## src/rtl/sag_bit_permutation_top_defines.svh

```systemverilog
// Assertion macros shared by the permutation RTL.
`ifndef SAG_BIT_PERMUTATION_TOP_DEFINES_SVH
`define SAG_BIT_PERMUTATION_TOP_DEFINES_SVH

`ifndef ASSERT_OFF
// Property must hold at every clock edge outside reset.
`define SAG_ASSERT(lbl, prop, msg) \
  lbl: assert property (@(posedge clk) disable iff (rst) prop) else $error(msg);
// Condition must never be seen outside reset.
`define SAG_ASSERT_NEVER(lbl, cond, msg) \
  lbl: assert property (@(posedge clk) disable iff (rst) !(cond)) else $error(msg);
`else
`define SAG_ASSERT(lbl, prop, msg)
`define SAG_ASSERT_NEVER(lbl, cond, msg)
`endif

`endif

```

## src/rtl/sag_pkg.sv

```systemverilog
package sag_pkg;

  // Word and register geometry
  localparam int SAG_WORD_BITS = 64;
  localparam int SAG_DATA_BITS = 64;
  localparam int SAG_STAGES    = 6;
  localparam int SAG_REG_SHIFT = 3;
  localparam int SAG_ADDR_BITS = $clog2(SAG_STAGES << SAG_REG_SHIFT);
  localparam int SAG_IDX_BITS  = SAG_ADDR_BITS - SAG_REG_SHIFT;

  typedef logic [SAG_DATA_BITS-1:0]                  sag_word_t;
  typedef logic [SAG_ADDR_BITS-1:0]                  sag_addr_t;
  typedef logic [SAG_IDX_BITS-1:0]                   sag_idx_t;
  typedef logic [SAG_STAGES-1:0][SAG_DATA_BITS-1:0]  sag_ctl_t;

endpackage

```

## src/rtl/sag_cfg.sv

```systemverilog
module sag_cfg import sag_pkg::*; (
  input  logic      clk,
  input  logic      rst,
  input  logic      psel,
  input  logic      penable,
  input  logic      pwrite,
  input  sag_addr_t paddr,
  input  sag_word_t pwdata,
  output sag_word_t prdata,
  output logic      pready,
  output sag_ctl_t  ctl
);

  sag_idx_t idx;
  logic     wr_en;

  assign idx    = paddr[SAG_ADDR_BITS-1:SAG_REG_SHIFT];
  assign pready = 1'b1;
  assign wr_en  = psel && penable && pwrite && pready;

  // Write a stage control word; drop writes beyond the last stage
  always_ff @(posedge clk) begin
    if (rst) begin
      ctl <= '0;
    end else if (wr_en && (32'(idx) < SAG_STAGES)) begin
      ctl[idx] <= pwdata;
    end
  end

  // Read back the addressed control word
  always_comb begin
    prdata = '0;
    if (32'(idx) < SAG_STAGES) begin
      prdata = ctl[idx];
    end
  end

endmodule

```

## config.mk

```make
export PLATFORM = sky130hd
export DESIGN_NAME = sag_cfg
export DESIGN_NICKNAME = d
export VERILOG_FILES = /design/src/rtl/sag_bit_permutation_top_defines.svh /design/src/rtl/sag_pkg.sv /design/src/rtl/sag_cfg.sv
export SDC_FILE = /design/constraint.sdc
export NUM_CORES = 1
export LEC_CHECK = 0
export ABC_CLOCK_PERIOD_IN_PS = 2600
export BUFFER_PORTS_ARGS = -buffer_cell sky130_fd_sc_hd__buf_2
export CELL_PAD_IN_SITES_DETAIL_PLACEMENT = 1
export CELL_PAD_IN_SITES_GLOBAL_PLACEMENT = 1
export CORE_MARGIN = 3
export CORE_UTILIZATION = 40
export DETAILED_ROUTE_END_ITERATION = 7
export HOLD_SLACK_MARGIN = 0.12
export PLACE_DENSITY = 0.86
export SLEW_MARGIN = 30
export SYNTH_ARGS = -nofsm -noshare
export SYNTH_HDL_FRONTEND = slang
export SYNTH_SLANG_ARGS = --single-unit
```

## constraint.sdc

```tcl
create_clock -name clk -period 2.6 [get_ports clk]
set_input_delay 0.65 -clock clk [delete_from_list [all_inputs] [get_ports clk]]
set_output_delay 0.65 -clock clk [all_outputs]
set_load 0.02 [all_outputs]
```

==> impl_results.md <==
- Status: finished, violations left
- Failing checks: negative setup slack
- Die X-Extent: 218 um
- Drt drc: 0
- CTS tree: done
- Largest net degree at the start of global routing: 80
- Avg WL per Cell: 26.0 um
- Reg-to-Reg Start: ctl[134]
- Crit end category: output port
- GRT Util Overall: 29.7%
- Top Registers: ctl x384
- CTS clk-pin slew, worst paths: 0.06 ns
- Max_slew headroom: 60.6%
- Via count: 15,800
- Register cell area after layout: 0.00769 mm^2
- Worst Slack Setup Final: -0.0511 ns
- Avg Vias per Cell: 5.54
- Post-synth ARST share: 0%
- Port buffer count: 519
- CP Class: primary input to output port
- Clk buf depth: 3
- CTS Buf Count: 44
- R2R cell count: 2
- Post-synth EDFFs: 0
- Startpoint types: primary input
- Die H: 218 um
- Worst R2R Setup Slack: 1.79 ns
- Grt ovf: 0
- Root Buffer: clkbuf_16
- Final wirelength: 74.1 mm
- Initial Utilization: 40.6%
- Die Area: 0.0477 mm^2
- H-tree depth: 2
- Drt first pass iters: 5
- Synth Flop Type: dfxtp_1
- Flop pwr share: 45.0%
- Worst-skew pair later-pin latency: 0.54 ns
- Iter 0 DRT Violations: 965
- Flip-flop count of the largest register after layout: 384
- Pint: 9.99 mW
- Post-DP HPWL: 48.7 mm
- Post-synthesis register bit count: 384
- Nets@finish: 2,302
- Period Utilization, post-route: 102%
- Synth warn: 0
- Tmin final: 2.65 ns
- Area Growth Syn to Fin: 30.9%
- Comb pwr share: 8.7%
- CTS sink cnt: 384
- Initial antenna violation count: 4
- Final TNS setup: -0.108 ns
- Leak: 12.4 nW
- Cells after Synth: 1,705
- CORE AREA: 0.0444 mm^2
- RSZ-0062 raised after global routing: true
- Hold buffers post-CTS: 0
- Sw Pwr: 3.26 mW
- Reg-to-reg endpoint: ctl[134]
- Clock Power Share: 46.2%
- Syn nets: 1,780
- Hold Crit Start: ctl[126]
- First-pass GRT wire length: 109 mm
- Hold path depth: 2
- Synth unique cells: 32
- Pwr/cell area: 561 mW/mm^2
- Vias in the first global route: 17,200
- Max-slew violations: 0
- Final Skew: 0 ns
- Avg Inst Size Synth: 10.6 um^2
- Final Core Density: 53.2%
- Hold EP: ctl[126]
- Most flop-heavy register: ctl
- Final RePlAce weighted congestion: 0.861
- Multi-input logic area: 0.00965 mm^2
- Arr. time, crit path: 2.00 ns
- Max Freq: 377 MHz
- Site Rows: 77
- Filler cells: 4,976
- Antenna-violating nets left: 0
- Sw frac: 24.6%
- Max cap viols: 0
- Final count of negative-setup-slack endpoints: 3
- Worst Path Required: 1.95 ns
- Slew @ Worst Pin: 0.590 ns
- Sequential area share after synthesis: 42.6%
- Critical Path Fanout Max: 14
- Layout cells sized above 1: 36.3%
- Mapped cell area: 0.0180 mm^2
- Endpoints failing hold: 0
- Worst hold path class: register to register
- Peak VDD IR: 0.000400 V
- I/O pin cnt: 524
[cell type report]
| class | count | share of cell area (%) |
|---|---|---|
| Multi-Input combinational cell | 1151 | 40.9 |
| Sequential cell | 384 | 32.5 |
| Timing Repair Buffer | 619 | 17.0 |
| Clock buffer | 66 | 5.57 |
| Tap cell | 592 | 3.14 |
| Inverter | 27 | 0.429 |
| Clock inverter | 12 | 0.376 |
| Antenna cell | 4 | 0.0424 |
[routing by layer]
metal	vias up	part of all wire [%]	GRT usage (%)
met2	652	49	51.0
met1	7948	39	34.4
li1	7001	-	-
met3	225	6.9	6.84
met4	0	5.8	15.5
met5	-	0	0
[through the flow]
step	area [um^2]	std cells	hold WS (ns)	setup slack, ns	power, mW
floorplan	18000	1705	0.556	0.0118	6.68
global placement	21800	2757	0.467	-0.0817	7.13
detailed placement	21800	2757	0.480	-0.137	7.16
CTS	23500	2844	0.452	-0.0210	13.3
global route	23600	2855	0.483	-0.0714	13.7
finish	23600	2855	0.489	-0.0511	13.2
[worst max-delay path by stage]
stage / from / end / slack [ns] / cells past startpoint
2_1_floorplan: paddr[5] / prdata[30] / 0.01 / 6
3_3_place_gp: paddr[5] / prdata[8] / -0.08 / 6
3_5_place_dp: paddr[5] / prdata[15] / -0.14 / 6
4_1_cts: paddr[5] / prdata[29] / -0.02 / 6
5_1_grt: paddr[5] / prdata[18] / -0.07 / 6
6_report: paddr[5] / prdata[42] / -0.05 / 7
[cells in the mapped netlist, types with 2 or more instances]
cell      instances  share of area [%]
nand2b_1        450                 16
mux2i_1         412                 23
dfxtp_1         384                 43
mux2_2          102                6.4
clkbuf_1         73                1.5
a22oi_1          37                1.5
buf_2            36                1.0
a221o_1          27                1.5
inv_1            26               0.54
o32ai_1          26                1.3
buf_4            24                1.0
o21ai_0          21               0.58
a32oi_1          20               0.97
a21oi_1          16               0.44
a221oi_1         16               0.78
buf_6             8               0.50
and2_1            4               0.14
buf_1             3              0.062
nand2_2           3               0.10
nor2b_1           3               0.10
nand2_4           2               0.12
nor2_1            2              0.042
[critical path: stages]
cell	delay (ns)
buf_16	0.16
buf_16	0.19
buf_4	0.13
mux2_2	0.33
a32oi_1	0.20
o21ai_0	0.12
buf_2	0.18
[placed cells by master, fill, tap and decap left out, types with 9 or more instances in the layout]
cell type / n
buf_2: 511
nand2b_1: 449
mux2i_1: 410
dfxtp_1: 384
mux2_2: 102
buf_4: 58
clkbuf_16: 45
a22oi_1: 36
buf_12: 36
a221o_1: 27
inv_1: 26
o32ai_1: 25
a32oi_1: 18
a21oi_1: 16
o21ai_0: 14
clkbuf_8: 12
clkinv_2: 10
clkbuf_1: 10
a221oi_1: 9
[logic make-up after synthesis]
logic type / Yosys count / share of synthesized area [%]
buf+inv: 171 / 4.64
compound gates: 163 / 7.07
other cells: 1 / 0.0208
simple gates: 472 / 16.4
flops: 384 / 42.6
mux: 514 / 29.2
[power groups by stage]
| stage | combinational (mW) | clock (mW) | sequential (mW) |
|---|---|---|---|
| after floorplan | 0.540 | 0 | 6.14 |
| after global placement | 1.04 | 0 | 6.09 |
| after detailed placement | 1.06 | 0 | 6.09 |
| after CTS | 1.13 | 6.20 | 5.96 |
| after global routing | 1.21 | 6.49 | 5.97 |
| final | 1.16 | 6.13 | 5.97 |
[timing repair]
item	CTS	global route
setup buffers	4	6
gates cloned	5	1
pin swaps	1	0
endpoints found under the setup margin	58	47
gates resized for setup	17	23
No activity file was read; power rests on OpenSTA's default activity.
