===== src/rtl/sag_bit_permutation_top_defines.svh =====
// Assertion macros shared by the permutation RTL.
`ifndef SAG_BIT_PERMUTATION_TOP_DEFINES_SVH
`define SAG_BIT_PERMUTATION_TOP_DEFINES_SVH

`ifndef ASSERT_OFF
// Property must hold at every clock edge outside reset.
`define SAG_ASSERT(lbl, prop, msg) \
  lbl: assert property (@(posedge clk) disable iff (rst) prop) else $error(msg);
// Condition must never be seen outside reset.
`define SAG_ASSERT_NEVER(lbl, cond, msg) \
  lbl: assert property (@(posedge clk) disable iff (rst) !(cond)) else $error(msg);
`else
`define SAG_ASSERT(lbl, prop, msg)
`define SAG_ASSERT_NEVER(lbl, cond, msg)
`endif

`endif


===== src/rtl/sag_pkg.sv =====
package sag_pkg;

  // Word and register geometry
  localparam int SAG_WORD_BITS = 64;
  localparam int SAG_DATA_BITS = 64;
  localparam int SAG_STAGES    = 6;
  localparam int SAG_REG_SHIFT = 3;
  localparam int SAG_ADDR_BITS = $clog2(SAG_STAGES << SAG_REG_SHIFT);
  localparam int SAG_IDX_BITS  = SAG_ADDR_BITS - SAG_REG_SHIFT;

  typedef logic [SAG_DATA_BITS-1:0]                  sag_word_t;
  typedef logic [SAG_ADDR_BITS-1:0]                  sag_addr_t;
  typedef logic [SAG_IDX_BITS-1:0]                   sag_idx_t;
  typedef logic [SAG_STAGES-1:0][SAG_DATA_BITS-1:0]  sag_ctl_t;

endpackage


===== src/rtl/sag_obuf.sv =====
`include "sag_bit_permutation_top_defines.svh"

module sag_obuf import sag_pkg::*; (
  input  logic      clk,
  input  logic      rst,
  input  logic      push,
  input  sag_word_t in_data,
  output logic      ready,
  output logic      m_tvalid,
  input  logic      m_tready,
  output sag_word_t m_tdata
);

  logic      skid_valid;
  sag_word_t skid_data;
  logic      pop;

  assign pop   = m_tvalid && m_tready;
  assign ready = !skid_valid;

  // Hold control of the output register and the skid entry
  always_ff @(posedge clk) begin
    if (rst) begin
      m_tvalid   <= 1'b0;
      skid_valid <= 1'b0;
    end else if (pop) begin
      if (skid_valid) begin
        skid_valid <= 1'b0;
      end else if (!push) begin
        m_tvalid <= 1'b0;
      end
    end else if (push) begin
      if (m_tvalid) begin
        skid_valid <= 1'b1;
      end else begin
        m_tvalid <= 1'b1;
      end
    end
  end

  // Load payload: refill from skid first, else from the pipeline
  always_ff @(posedge clk) begin
    if (pop && skid_valid) begin
      m_tdata <= skid_data;
    end else if (push && (pop || !m_tvalid)) begin
      m_tdata <= in_data;
    end
    if (push && m_tvalid && !pop) begin
      skid_data <= in_data;
    end
  end

  `SAG_ASSERT_NEVER(a_push_into_full, push && skid_valid, "transfer pushed into full skid")
  `SAG_ASSERT(a_skid_needs_out, skid_valid |-> m_tvalid, "skid holds data with empty output")

endmodule


===== config.mk =====
export PLATFORM = sky130hd
export DESIGN_NAME = sag_obuf
export DESIGN_NICKNAME = d
export VERILOG_FILES = /design/src/rtl/sag_pkg.sv /design/src/rtl/sag_obuf.sv
export VERILOG_INCLUDE_DIRS = /design/src /design/src/rtl
export SDC_FILE = /design/constraint.sdc
export NUM_CORES = 1
export LEC_CHECK = 0
export BUFFER_PORTS_ARGS = -buffer_cell sky130_fd_sc_hd__clkbuf_2
export CAP_MARGIN = 0
export CELL_PAD_IN_SITES_DETAIL_PLACEMENT = 0
export CELL_PAD_IN_SITES_GLOBAL_PLACEMENT = 2
export CORE_ASPECT_RATIO = 0.8
export CORE_UTILIZATION = 38
export DETAILED_ROUTE_END_ITERATION = 16
export PLACE_DENSITY_LB_ADDON = 0.12
export SLEW_MARGIN = 20
export SYNTH_ARGS = -nofsm -noshare
export SYNTH_HDL_FRONTEND = slang
export SYNTH_SLANG_ARGS = --single-unit

===== constraint.sdc =====
create_clock -name clk -period 5.9 [get_ports clk]
set_input_delay 0.295 -clock clk [delete_from_list [all_inputs] [get_ports clk]]
set_output_delay 0.295 -clock clk [all_outputs]
set_load 0.05 [all_outputs]

==> summary.md <==
| Metric | Value |
|---|---|
| Post-Syn Area per Cell | 22.6 sq um |
| Worst r2r src | m_tvalid |
| Area growth syn-to-layout | 29.4% |
| Setup violations, final | 0 |
| Post-CTS Setup Inserts | 0 |
| Antenna violations before repair | 0 |
| Max incr delay on CP | 0.82 ns |
| CP Class | register to register |
| Worst rel slew slack | 32.3% |
| Mapped cell area | 4770 sq um |
| Ant. Diodes | 0 |
| Top-area cell type share of the netlist area | 80.5% |
| DR iter-0 viols | 154 |
| Min Hold Slack | 0.0648 ns |
| Switching share of power | 23.5% |
| Final setup TNS | 0 ns |
| Area contributors post-synth | edfxtp_1 81%, mux2_2 14%, clkbuf_8 1.7% |
| Largest net degree at the start of global routing | 65 |
| Max IR drop VDD | 0.191 mV |
| Clock root cell | clkbuf_16 |
| Drt pass-1 iters | 6 |
| Critical-path cell list | nand3_4, mux2_2 |
| Clock tree buffer depth | 2 |
| Req. time, crit path | 6.04 ns |
| Starting Density | 39.1% |
| DIE WIDTH | 127 um |
| XOR/XNOR Fraction of Synth Area | 0% |
| Post-CTS sizing | 0 |
| Placer Congestion | 0.714 |
| Clock power frac | 43.1% |
| Adder-cell share of the synthesized area | 0% |
| # hold bufs at CTS | 0 |
| CP max-delay cell | nand3_4 |
| Post-synth net total | 279 |
| Drt total wl | 8810 um |
| Vias in the first global route | 2,567 |
| Post-Synth Simple-Gate Area | 0.524% |
| Yosys top cell by area | edfxtp_1 |
| Max Clock Freq | 454 MHz |
| NetSw | 0.533 mW |
| First-pass GRT wire length | 13,600 um |
| Largest family of logic cells by synthesized area | multiplexers |
| Endpoints failing hold | 0 |
| CTS tree | done |
| CTS buffer count | 17 |
| Compound-cell area share of the yosys netlist | 0.681% |
| Placed instance area | 5600 sq um |
| DRC | 0 |
| Post-route worst setup slack | 3.70 ns |
| Setup crit end kind | register |
| Cell area after layout | 6180 sq um |
| Status | completed |
| Leakage Power | 2.39 nW |
| DRT antenna net count | 0 |
| Final #Nets | 428 |
| Min Tclk post-route | 2.20 ns |
| Max-cap violations | 0 |
| Share of power burned in registers | 47.4% |
| Hold/Removal Path Class | input port to register |
| Yosys warning count | 0 |
| I/O Buffers | 133 |
| Fin. max-slew vios | 0 |
| Netlist cell types | 11 |
| DP HPWL | 5410 um |
| Slew @ Worst Pin | 1.02 ns |
| RSZ-0062 raised after global routing | no |
| Die area | 13,000 sq um |
| Buf/Inv on CP | 0 |
| Cell-internal power | 1.74 mW |
| Period utilization | 37.3% |
| Die height | 102 um |
| Worst setup SP type | register |
| Num rows | 36 |
| Data arrival time of the worst path | 2.35 ns |
| Clock sinks | 130 |
| Seq/Total Area, Yosys | 81.3% |
| Crit-path max FO | 64 |
| Vias per Instance | 4.52 |
| Critical Path Source | m_tvalid |
| PD cells | 368 nW/um^2 |
| Number of placed I/O pins | 134 |
| Mapped Cells | 211 |
| Tot GR Track Use | 14.4% |
| Combinational share of power | 9.5% |
| Mux cell area share after synthesis | 15.5% |
| Clock insertion delay at the later pin of the skew report | 0.40 ns |
| FF+latch count, synth | 130 |
| Via count | 2,454 |
| CORE AREA | 12,200 sq um |
| Crit path max-delay family | simple AND/OR/NAND/NOR gates |
| WL/cell | 16.2 um |
| Share of cells above drive strength 1 | 61.8% |
| GRT overflow | 0 |
| H-tree depth | 4 |
| HP Start | rst |
| DP Worst Slack | 3.37 ns |
| Reg clk slew, reported paths | 0.06 ns |
| Skew final | 0.00901 ns |
## metrics by stage
step	total power [mW]	util [%]	cells
after global routing	2.36	50.6	543
final	2.27	50.6	543
after floorplan	1.24	-	211
after CTS	2.30	50.4	542
after detailed placement	1.31	45.9	511
after global placement	1.31	45.9	511
## flip-flops by register name, summed over array words and instances (netlist names)
| register | count |
|---|---|
| m_tdata | 64 |
| m_tvalid | 1 |
| skid_data | 64 |
| skid_valid | 1 |
## path summary, 6_finish.rpt
kind                               endpoint  slack, ns  cells after the start
worst max-delay path            m_tdata[12]       3.70                      2
worst min-delay path               m_tvalid       0.06                      2
worst max register to register  m_tdata[12]       3.70                      2
worst min register to register   m_tdata[1]       0.55                      1
## per-layer routing
metal | part of all wire [%] | global-route usage [%]
met5 | 0 | 0
met2 | 46 | 20.6
met3 | 8.3 | 6.91
met4 | 1.4 | 6.50
met1 | 44 | 18.6
## layout make-up
cell class	count	area [sq um]
fill	1017	6030
sequential	130	3880
multi-input combinational	72	808
timing repair buffer	136	708
clock buffer	20	437
tap	171	214
clock inverter	11	115
inverter	3	11.3
## power by group through the flow
stage | combinational [mW] | clock, mW | sequential (mW)
global route | 0.227 | 1.05 | 1.08
CTS | 0.215 | 1.01 | 1.08
detailed placement | 0.214 | 0 | 1.10
global placement | 0.213 | 0 | 1.10
floorplan | 0.0421 | 0 | 1.20
finish | 0.215 | 0.980 | 1.08
## placed cells by master (no fill, tap or decap)
| cell type | netlist | layout |
|---|---|---|
| a211oi_1 | 1 | 1 |
| a21oi_1 | 4 | 3 |
| a21oi_4 | 0 | 1 |
| and3_2 | 1 | 1 |
| buf_16 | 0 | 1 |
| buf_4 | 0 | 2 |
| bufinv_16 | 0 | 2 |
| clkbuf_1 | 0 | 3 |
| clkbuf_16 | 0 | 17 |
| clkbuf_2 | 0 | 133 |
| clkinv_1 | 0 | 1 |
| clkinv_2 | 0 | 4 |
| clkinv_4 | 0 | 1 |
| clkinvlp_4 | 0 | 3 |
| dfxtp_1 | 2 | 2 |
| edfxtp_1 | 128 | 128 |
| inv_1 | 3 | 3 |
| mux2_2 | 59 | 59 |
| mux2_4 | 5 | 5 |
| nand3_4 | 1 | 1 |
| o21ai_0 | 1 | 1 |
## cell usage after synthesis
library cell and count:
and3_2 1, mux2_2 59, nand3_4 1, a211oi_1 1, edfxtp_1 128, clkbuf_8 6
o21ai_0 1, inv_1 3, dfxtp_1 2, mux2_4 5, a21oi_1 4
## kinds of logic (layout without fill, tap and decap cells)
| kind of cell | Yosys count | after routing |
|---|---|---|
| AOI/OAI and AO/OA | 6 | 6 |
| muxes | 64 | 64 |
| buffers and inverters | 9 | 170 |
| DFF | 130 | 130 |
| and+or+nand+nor | 2 | 2 |
(Power assumes the default switching activity.)
