$ cat src/rtl/sag_bit_permutation_top_defines.svh
// Assertion macros shared by the permutation RTL.
`ifndef SAG_BIT_PERMUTATION_TOP_DEFINES_SVH
`define SAG_BIT_PERMUTATION_TOP_DEFINES_SVH

`ifndef ASSERT_OFF
// Property must hold at every clock edge outside reset.
`define SAG_ASSERT(lbl, prop, msg) \
  lbl: assert property (@(posedge clk) disable iff (rst) prop) else $error(msg);
// Condition must never be seen outside reset.
`define SAG_ASSERT_NEVER(lbl, cond, msg) \
  lbl: assert property (@(posedge clk) disable iff (rst) !(cond)) else $error(msg);
`else
`define SAG_ASSERT(lbl, prop, msg)
`define SAG_ASSERT_NEVER(lbl, cond, msg)
`endif

`endif

$ cat src/rtl/sag_pkg.sv
package sag_pkg;

  // Word and register geometry
  localparam int SAG_WORD_BITS = 64;
  localparam int SAG_DATA_BITS = 64;
  localparam int SAG_STAGES    = 6;
  localparam int SAG_REG_SHIFT = 3;
  localparam int SAG_ADDR_BITS = $clog2(SAG_STAGES << SAG_REG_SHIFT);
  localparam int SAG_IDX_BITS  = SAG_ADDR_BITS - SAG_REG_SHIFT;

  typedef logic [SAG_DATA_BITS-1:0]                  sag_word_t;
  typedef logic [SAG_ADDR_BITS-1:0]                  sag_addr_t;
  typedef logic [SAG_IDX_BITS-1:0]                   sag_idx_t;
  typedef logic [SAG_STAGES-1:0][SAG_DATA_BITS-1:0]  sag_ctl_t;

endpackage

$ cat src/rtl/sag_step.sv
module sag_step import sag_pkg::*; #(
  parameter int WORD_BITS = SAG_WORD_BITS,
  parameter int SHIFT     = 1
) (
  input  logic                 clk,
  input  logic                 en,
  input  logic [WORD_BITS-1:0] x_in,
  input  logic [WORD_BITS-1:0] m_in,
  input  logic [WORD_BITS-1:0] mk_in,
  output logic [WORD_BITS-1:0] x_out,
  output logic [WORD_BITS-1:0] m_out,
  output logic [WORD_BITS-1:0] mk_out
);

  localparam int LEVELS = $clog2(WORD_BITS);

  logic [WORD_BITS-1:0] mp;
  logic [WORD_BITS-1:0] mv;
  logic [WORD_BITS-1:0] t;

  // Prefix parity of the zero-run mask picks the bits that move by SHIFT
  always_comb begin
    mp = mk_in;
    for (int j = 0; j < LEVELS; j++) begin
      mp = mp ^ (mp << (1 << j));
    end
    mv = mp & m_in;
    t  = x_in & mv;
  end

  // Move selected data and mask bits down by SHIFT
  always_ff @(posedge clk) begin
    if (en) begin
      x_out  <= (x_in ^ t) | (t >> SHIFT);
      m_out  <= (m_in ^ mv) | (mv >> SHIFT);
      mk_out <= mk_in & ~mp;
    end
  end

endmodule

$ cat src/rtl/sag_stage.sv
`include "sag_bit_permutation_top_defines.svh"

module sag_stage import sag_pkg::*; #(
  parameter int WORD_BITS = SAG_WORD_BITS
) (
  input  logic                 clk,
  input  logic                 rst,
  input  logic                 en,
  input  logic                 in_valid,
  input  logic [WORD_BITS-1:0] in_word,
  input  logic [WORD_BITS-1:0] ctl,
  output logic                 out_valid,
  output logic [WORD_BITS-1:0] out_word
);

  localparam int STEPS = $clog2(WORD_BITS);

  logic [WORD_BITS-1:0] ctl_rev;
  logic [WORD_BITS-1:0] word_rev;
  logic [STEPS:0][WORD_BITS-1:0] lo_x, lo_m, lo_mk;
  logic [STEPS:0][WORD_BITS-1:0] hi_x, hi_m, hi_mk;
  logic [STEPS-1:0] vld;

  // Mirror word and mask so the high group compresses toward the top
  always_comb begin
    for (int b = 0; b < WORD_BITS; b++) begin
      ctl_rev[b]  = ctl[WORD_BITS-1-b];
      word_rev[b] = in_word[WORD_BITS-1-b];
    end
  end

  // Seed both lanes: low lane takes zero-marked bits, high lane one-marked bits
  assign lo_m[0]  = ~ctl;
  assign lo_x[0]  = in_word & ~ctl;
  assign lo_mk[0] = ctl << 1;
  assign hi_m[0]  = ctl_rev;
  assign hi_x[0]  = word_rev & ctl_rev;
  assign hi_mk[0] = (~ctl_rev) << 1;

  // One register stage per compress step, both lanes in parallel
  for (genvar i = 0; i < STEPS; i++) begin : g_step
    sag_step #(.WORD_BITS(WORD_BITS), .SHIFT(1 << i)) u_lo (
      .clk    (clk),
      .en     (en),
      .x_in   (lo_x[i]),
      .m_in   (lo_m[i]),
      .mk_in  (lo_mk[i]),
      .x_out  (lo_x[i+1]),
      .m_out  (lo_m[i+1]),
      .mk_out (lo_mk[i+1])
    );
    sag_step #(.WORD_BITS(WORD_BITS), .SHIFT(1 << i)) u_hi (
      .clk    (clk),
      .en     (en),
      .x_in   (hi_x[i]),
      .m_in   (hi_m[i]),
      .mk_in  (hi_mk[i]),
      .x_out  (hi_x[i+1]),
      .m_out  (hi_m[i+1]),
      .mk_out (hi_mk[i+1])
    );
  end

  // Advance valid bits alongside the data
  always_ff @(posedge clk) begin
    if (rst) begin
      vld <= '0;
    end else if (en) begin
      vld <= {vld[STEPS-2:0], in_valid};
    end
  end

  assign out_valid = vld[STEPS-1];

  // Merge: low group at the bottom, mirrored high group back at the top
  always_comb begin
    for (int b = 0; b < WORD_BITS; b++) begin
      out_word[b] = lo_x[STEPS][b] | hi_x[STEPS][WORD_BITS-1-b];
    end
  end

  `SAG_ASSERT(a_stall_holds_valid, !en |=> $stable(vld), "valid bits moved during stall")

endmodule

$ cat config.mk
export PLATFORM = sky130hd
export DESIGN_NAME = sag_stage
export DESIGN_NICKNAME = d
export VERILOG_FILES = /design/src/rtl/sag_pkg.sv /design/src/rtl/sag_step.sv /design/src/rtl/sag_stage.sv
export VERILOG_INCLUDE_DIRS = /design/src /design/src/rtl
export SDC_FILE = /design/constraint.sdc
export NUM_CORES = 2
export LEC_CHECK = 0
export BUFFER_PORTS_ARGS = -buffer_cell sky130_fd_sc_hd__buf_4
export CORE_MARGIN = 5
export CORE_UTILIZATION = 65
export CTS_CLUSTER_SIZE = 25
export DETAILED_ROUTE_END_ITERATION = 12
export GPL_TIMING_DRIVEN = 0
export PLACE_DENSITY = 0.89
export SYNTH_ARGS = -nofsm -noshare
export SYNTH_HDL_FRONTEND = slang
export SYNTH_SLANG_ARGS = --single-unit
$ cat constraint.sdc
create_clock -name clk -period 8.24 [get_ports clk]
set_clock_uncertainty 0.1 [all_clocks]
set_input_delay 1.648 -clock clk [delete_from_list [all_inputs] [get_ports clk]]
set_output_delay 1.648 -clock clk [all_outputs]
set_load 0.02 [all_outputs]
==> results.py <==
metrics = {
    "run_status": {
        "status": "complete, no violations",
    },
    "synthesis": {
        "synth-seq-area-share_pct": 58.3,
        "synth_ff_type": "edfxtp_1",
        "synthDistinctLibCells": 51,
        "async_reset_ff_share_pct": 0,
        "ys.warnings.count": 0,
        "synth-seq-cells": 1974,
        "synth_area_leaders": "edfxtp_1 (58%), xnor2_1 (9.7%), xor2_1 (4.5%)",
        "syn-instance-count": 7709,
        "syn_area_um2": 102000,
        "synth_top_area_share_pct": 58.2,
        "synth_top_area_cell": "edfxtp_1",
        "syn_avg_cell_area_um2": 13.2,
        "synth_edf_count": 1968,
        "syn-num-nets": 7853,
    },
    "routing": {
        "wirelength_um": 336000,
        "post_drt_wl_per_cell_um": 32.5,
        "initialDrtViolationCount": 11700,
        "vias_per_cell": 6.38,
        "drt-pass1-iter-count": 7,
        "vias": 65900,
        "post-route-drc-count": 0,
        "ant_nets": 0,
    },
    "clocking": {
        "cts_tree": "yes",
        "clock_sinks": 1974,
        "insertion_delay_ps": 870,
        "path_clk_slew_ps": 60,
        "ctsHtreeMaxLevel": 4,
        "cts_buffers": 197,
        "clockBufferDepth": 3,
        "postCtsHoldBufs": 0,
        "post_cts_buffers": 0,
        "cts_resized": 0,
        "ctsRootBufferMaster": "clkbuf_16",
    },
    "timing": {
        "setup_ws_ps": 1690,
        "setup_viol": 0,
        "fmax_ghz": 0.153,
        "tightest_slew_ps": 1450,
        "holdWs_ps": 390,
        "fin_crit_ps": 6550,
        "finalHoldViolations": 0,
        "slew_headroom_pct": 2.92,
        "fin_crit_sh_pct": 79.4,
        "finalSetupTns_ps": 0,
        "slew_viol_final": 0,
        "rsz0062_at_grt": "no",
    },
    "global_route": {
        "grt_usage_pct": 40.8,
        "grt_pass1_wl_um": 463000,
        "grt_max_degree": 191,
        "grt_antenna_before_repair": 35,
        "grt_pass1_vias": 62800,
        "grt-ovfl-total": 0,
    },
    "cells_and_area": {
        "nets": 8224,
        "syn2layout_area_growth_pct": 10.5,
        "multi_input_area_um2": 39600,
        "n_fill_cell": 10100,
        "drive_gt1_share_pct": 9.58,
        "stdcell_area_um2": 112000,
        "seq_area_um2": 59200,
    },
    "worst_hold_path": {
        "hold_end": "g_step[5].u_hi.x_out[0]$_DFFE_PP_",
        "hp-start": "g_step[4].u_hi.x_out[0]$_DFFE_PP_",
        "hold_depth": 1,
        "hp-class": "flop to flop",
    },
    "worst_setup_path": {
        "crit_fanout": 8,
        "startpoint_type": "primary input",
        "critical_path_class": "primary input to flop",
        "worstReg2RegEnd": "g_step[2].u_hi.x_out[46]$_DFFE_PP_",
        "reg2reg_depth": 9,
        "required_ps": 8690,
        "rr_startpoint": "g_step[1].u_hi.mk_out[3]$_DFFE_PP_",
        "critPathArrivalTime_ps": 7000,
        "crit_path_end_kind": "flop",
        "r2r_slack_ps": 2930,
    },
    "placement": {
        "post-place-ws_ps": 1180,
        "post-dp-hpwl_um": 271000,
        "placed_area_um2": 106000,
        "io_buffers": 161,
        "routabilityCongestion": 1.05,
    },
    "die": {
        "core.rowCount": 145,
        "die_height_um": 405,
        "dieWidth_um": 405,
        "dieArea_um2": 164000,
        "ios": 197,
        "start_util_pct": 65.2,
        "core_um2": 156000,
    },
    "run": {
        "maxCapViolCount": 0,
    },
}
## through the flow
stage          std cells  utilization, %
6_report           10300            72.1
5_1_grt            10300            72.0
4_1_cts            10300            72.0
3_5_place_dp        9939            67.9
3_3_place_gp        9928            67.6
2_1_floorplan       7709               -
## sequential cells by signal (all words and copies together), names as in the netlist
register	cells
vld	6
g_step.u_lo.mk_out	300
g_step.u_lo.x_out	384
g_step.u_hi.x_out	384
g_step.u_lo.m_out	300
g_step.u_hi.mk_out	300
g_step.u_hi.m_out	300
## layout make-up
cell class	count	share of cell area (%)
Sequential cell	1974	52.8
Multi-Input combinational cell	5053	35.3
Clock buffer	225	4.53
Tap cell	2058	2.29
Inverter	563	1.88
Timing Repair Buffer	172	1.36
Clock inverter	138	1.28
Buffer	119	0.491
Antenna cell	24	0.0535
## worst max-delay path, stage by stage
cell and delay, ps:
buf_4 90, clkbuf_1 280, inv_1 150, ha_1 300
clkbuf_1 440, xor3_1 360, xor2_1 680, xnor3_2 440
xnor2_1 1030, xnor2_1 670, xor2_1 660, o21ai_0 220
## worst max-delay path by stage
stage	startpoint	to	slack, ps	cells past startpoint
detailed placement	ctl[62]	g_step[0].u_hi.x_out[58]$_DFFE_PP_	1180	12
global route	ctl[62]	g_step[0].u_hi.x_out[58]$_DFFE_PP_	1820	12
CTS	ctl[62]	g_step[0].u_hi.x_out[58]$_DFFE_PP_	2000	12
floorplan	ctl[63]	g_step[0].u_hi.x_out[56]$_DFFE_PP_	2990	12
global placement	en	g_step[0].u_hi.mk_out[25]$_DFFE_PP_	-11750	1
finish	ctl[62]	g_step[0].u_hi.m_out[58]$_DFFE_PP_	1690	12
## cells in the final DEF, fill, tap and decap left out, types with 42 or more instances in the layout
cell type,synthesis,final
buf_2,43,43
edfxtp_1,1968,1968
clkinv_2,0,47
nor2b_1,168,168
nand3_1,52,52
o22ai_1,114,114
xnor3_1,164,164
o21ai_0,397,397
xor2_1,523,523
xor3_1,54,54
xnor2_1,1126,1125
clkbuf_1,62,88
xnor2_2,62,63
a22o_1,56,56
a32o_1,351,351
and2_1,422,422
clkbuf_16,0,199
nand2_1,892,892
a21boi_0,56,56
nor2_1,205,205
a31o_2,42,42
buf_4,11,171
inv_1,563,563
nand2b_1,72,72
or2_2,89,89
## routing by layer
layer,global-route usage [%],vias to the layer above,wire length (µm)
met5,0,-,95
met1,55.3,31900,121000
met4,23.0,16,24200
met2,60.7,4903,146000
li1,-,28100,-
met3,10.4,955,45000
## synth_stat cells (42+ instances only)
cell / number
edfxtp_1: 1968
xnor2_1: 1126
nand2_1: 892
inv_1: 563
xor2_1: 523
and2_1: 422
o21ai_0: 397
a32o_1: 351
nor2_1: 205
nor2b_1: 168
xnor3_1: 164
o22ai_1: 114
or2_2: 89
nand2b_1: 72
clkbuf_1: 62
xnor2_2: 62
a21boi_0: 56
a22o_1: 56
xor3_1: 54
nand3_1: 52
buf_2: 43
a31o_2: 42
## cell families after synthesis
group           synth area share [%]
simple gates                    9.00
xor+xnor                        21.5
flops                           58.3
compound gates                  8.29
fa+ha+maj                      0.148
mux                           0.0592
buf+inv                         2.62
Power is left out: the tool's default activity adds up to more than one toggle a clock period on the data nets, which glitch-free logic cannot reach.
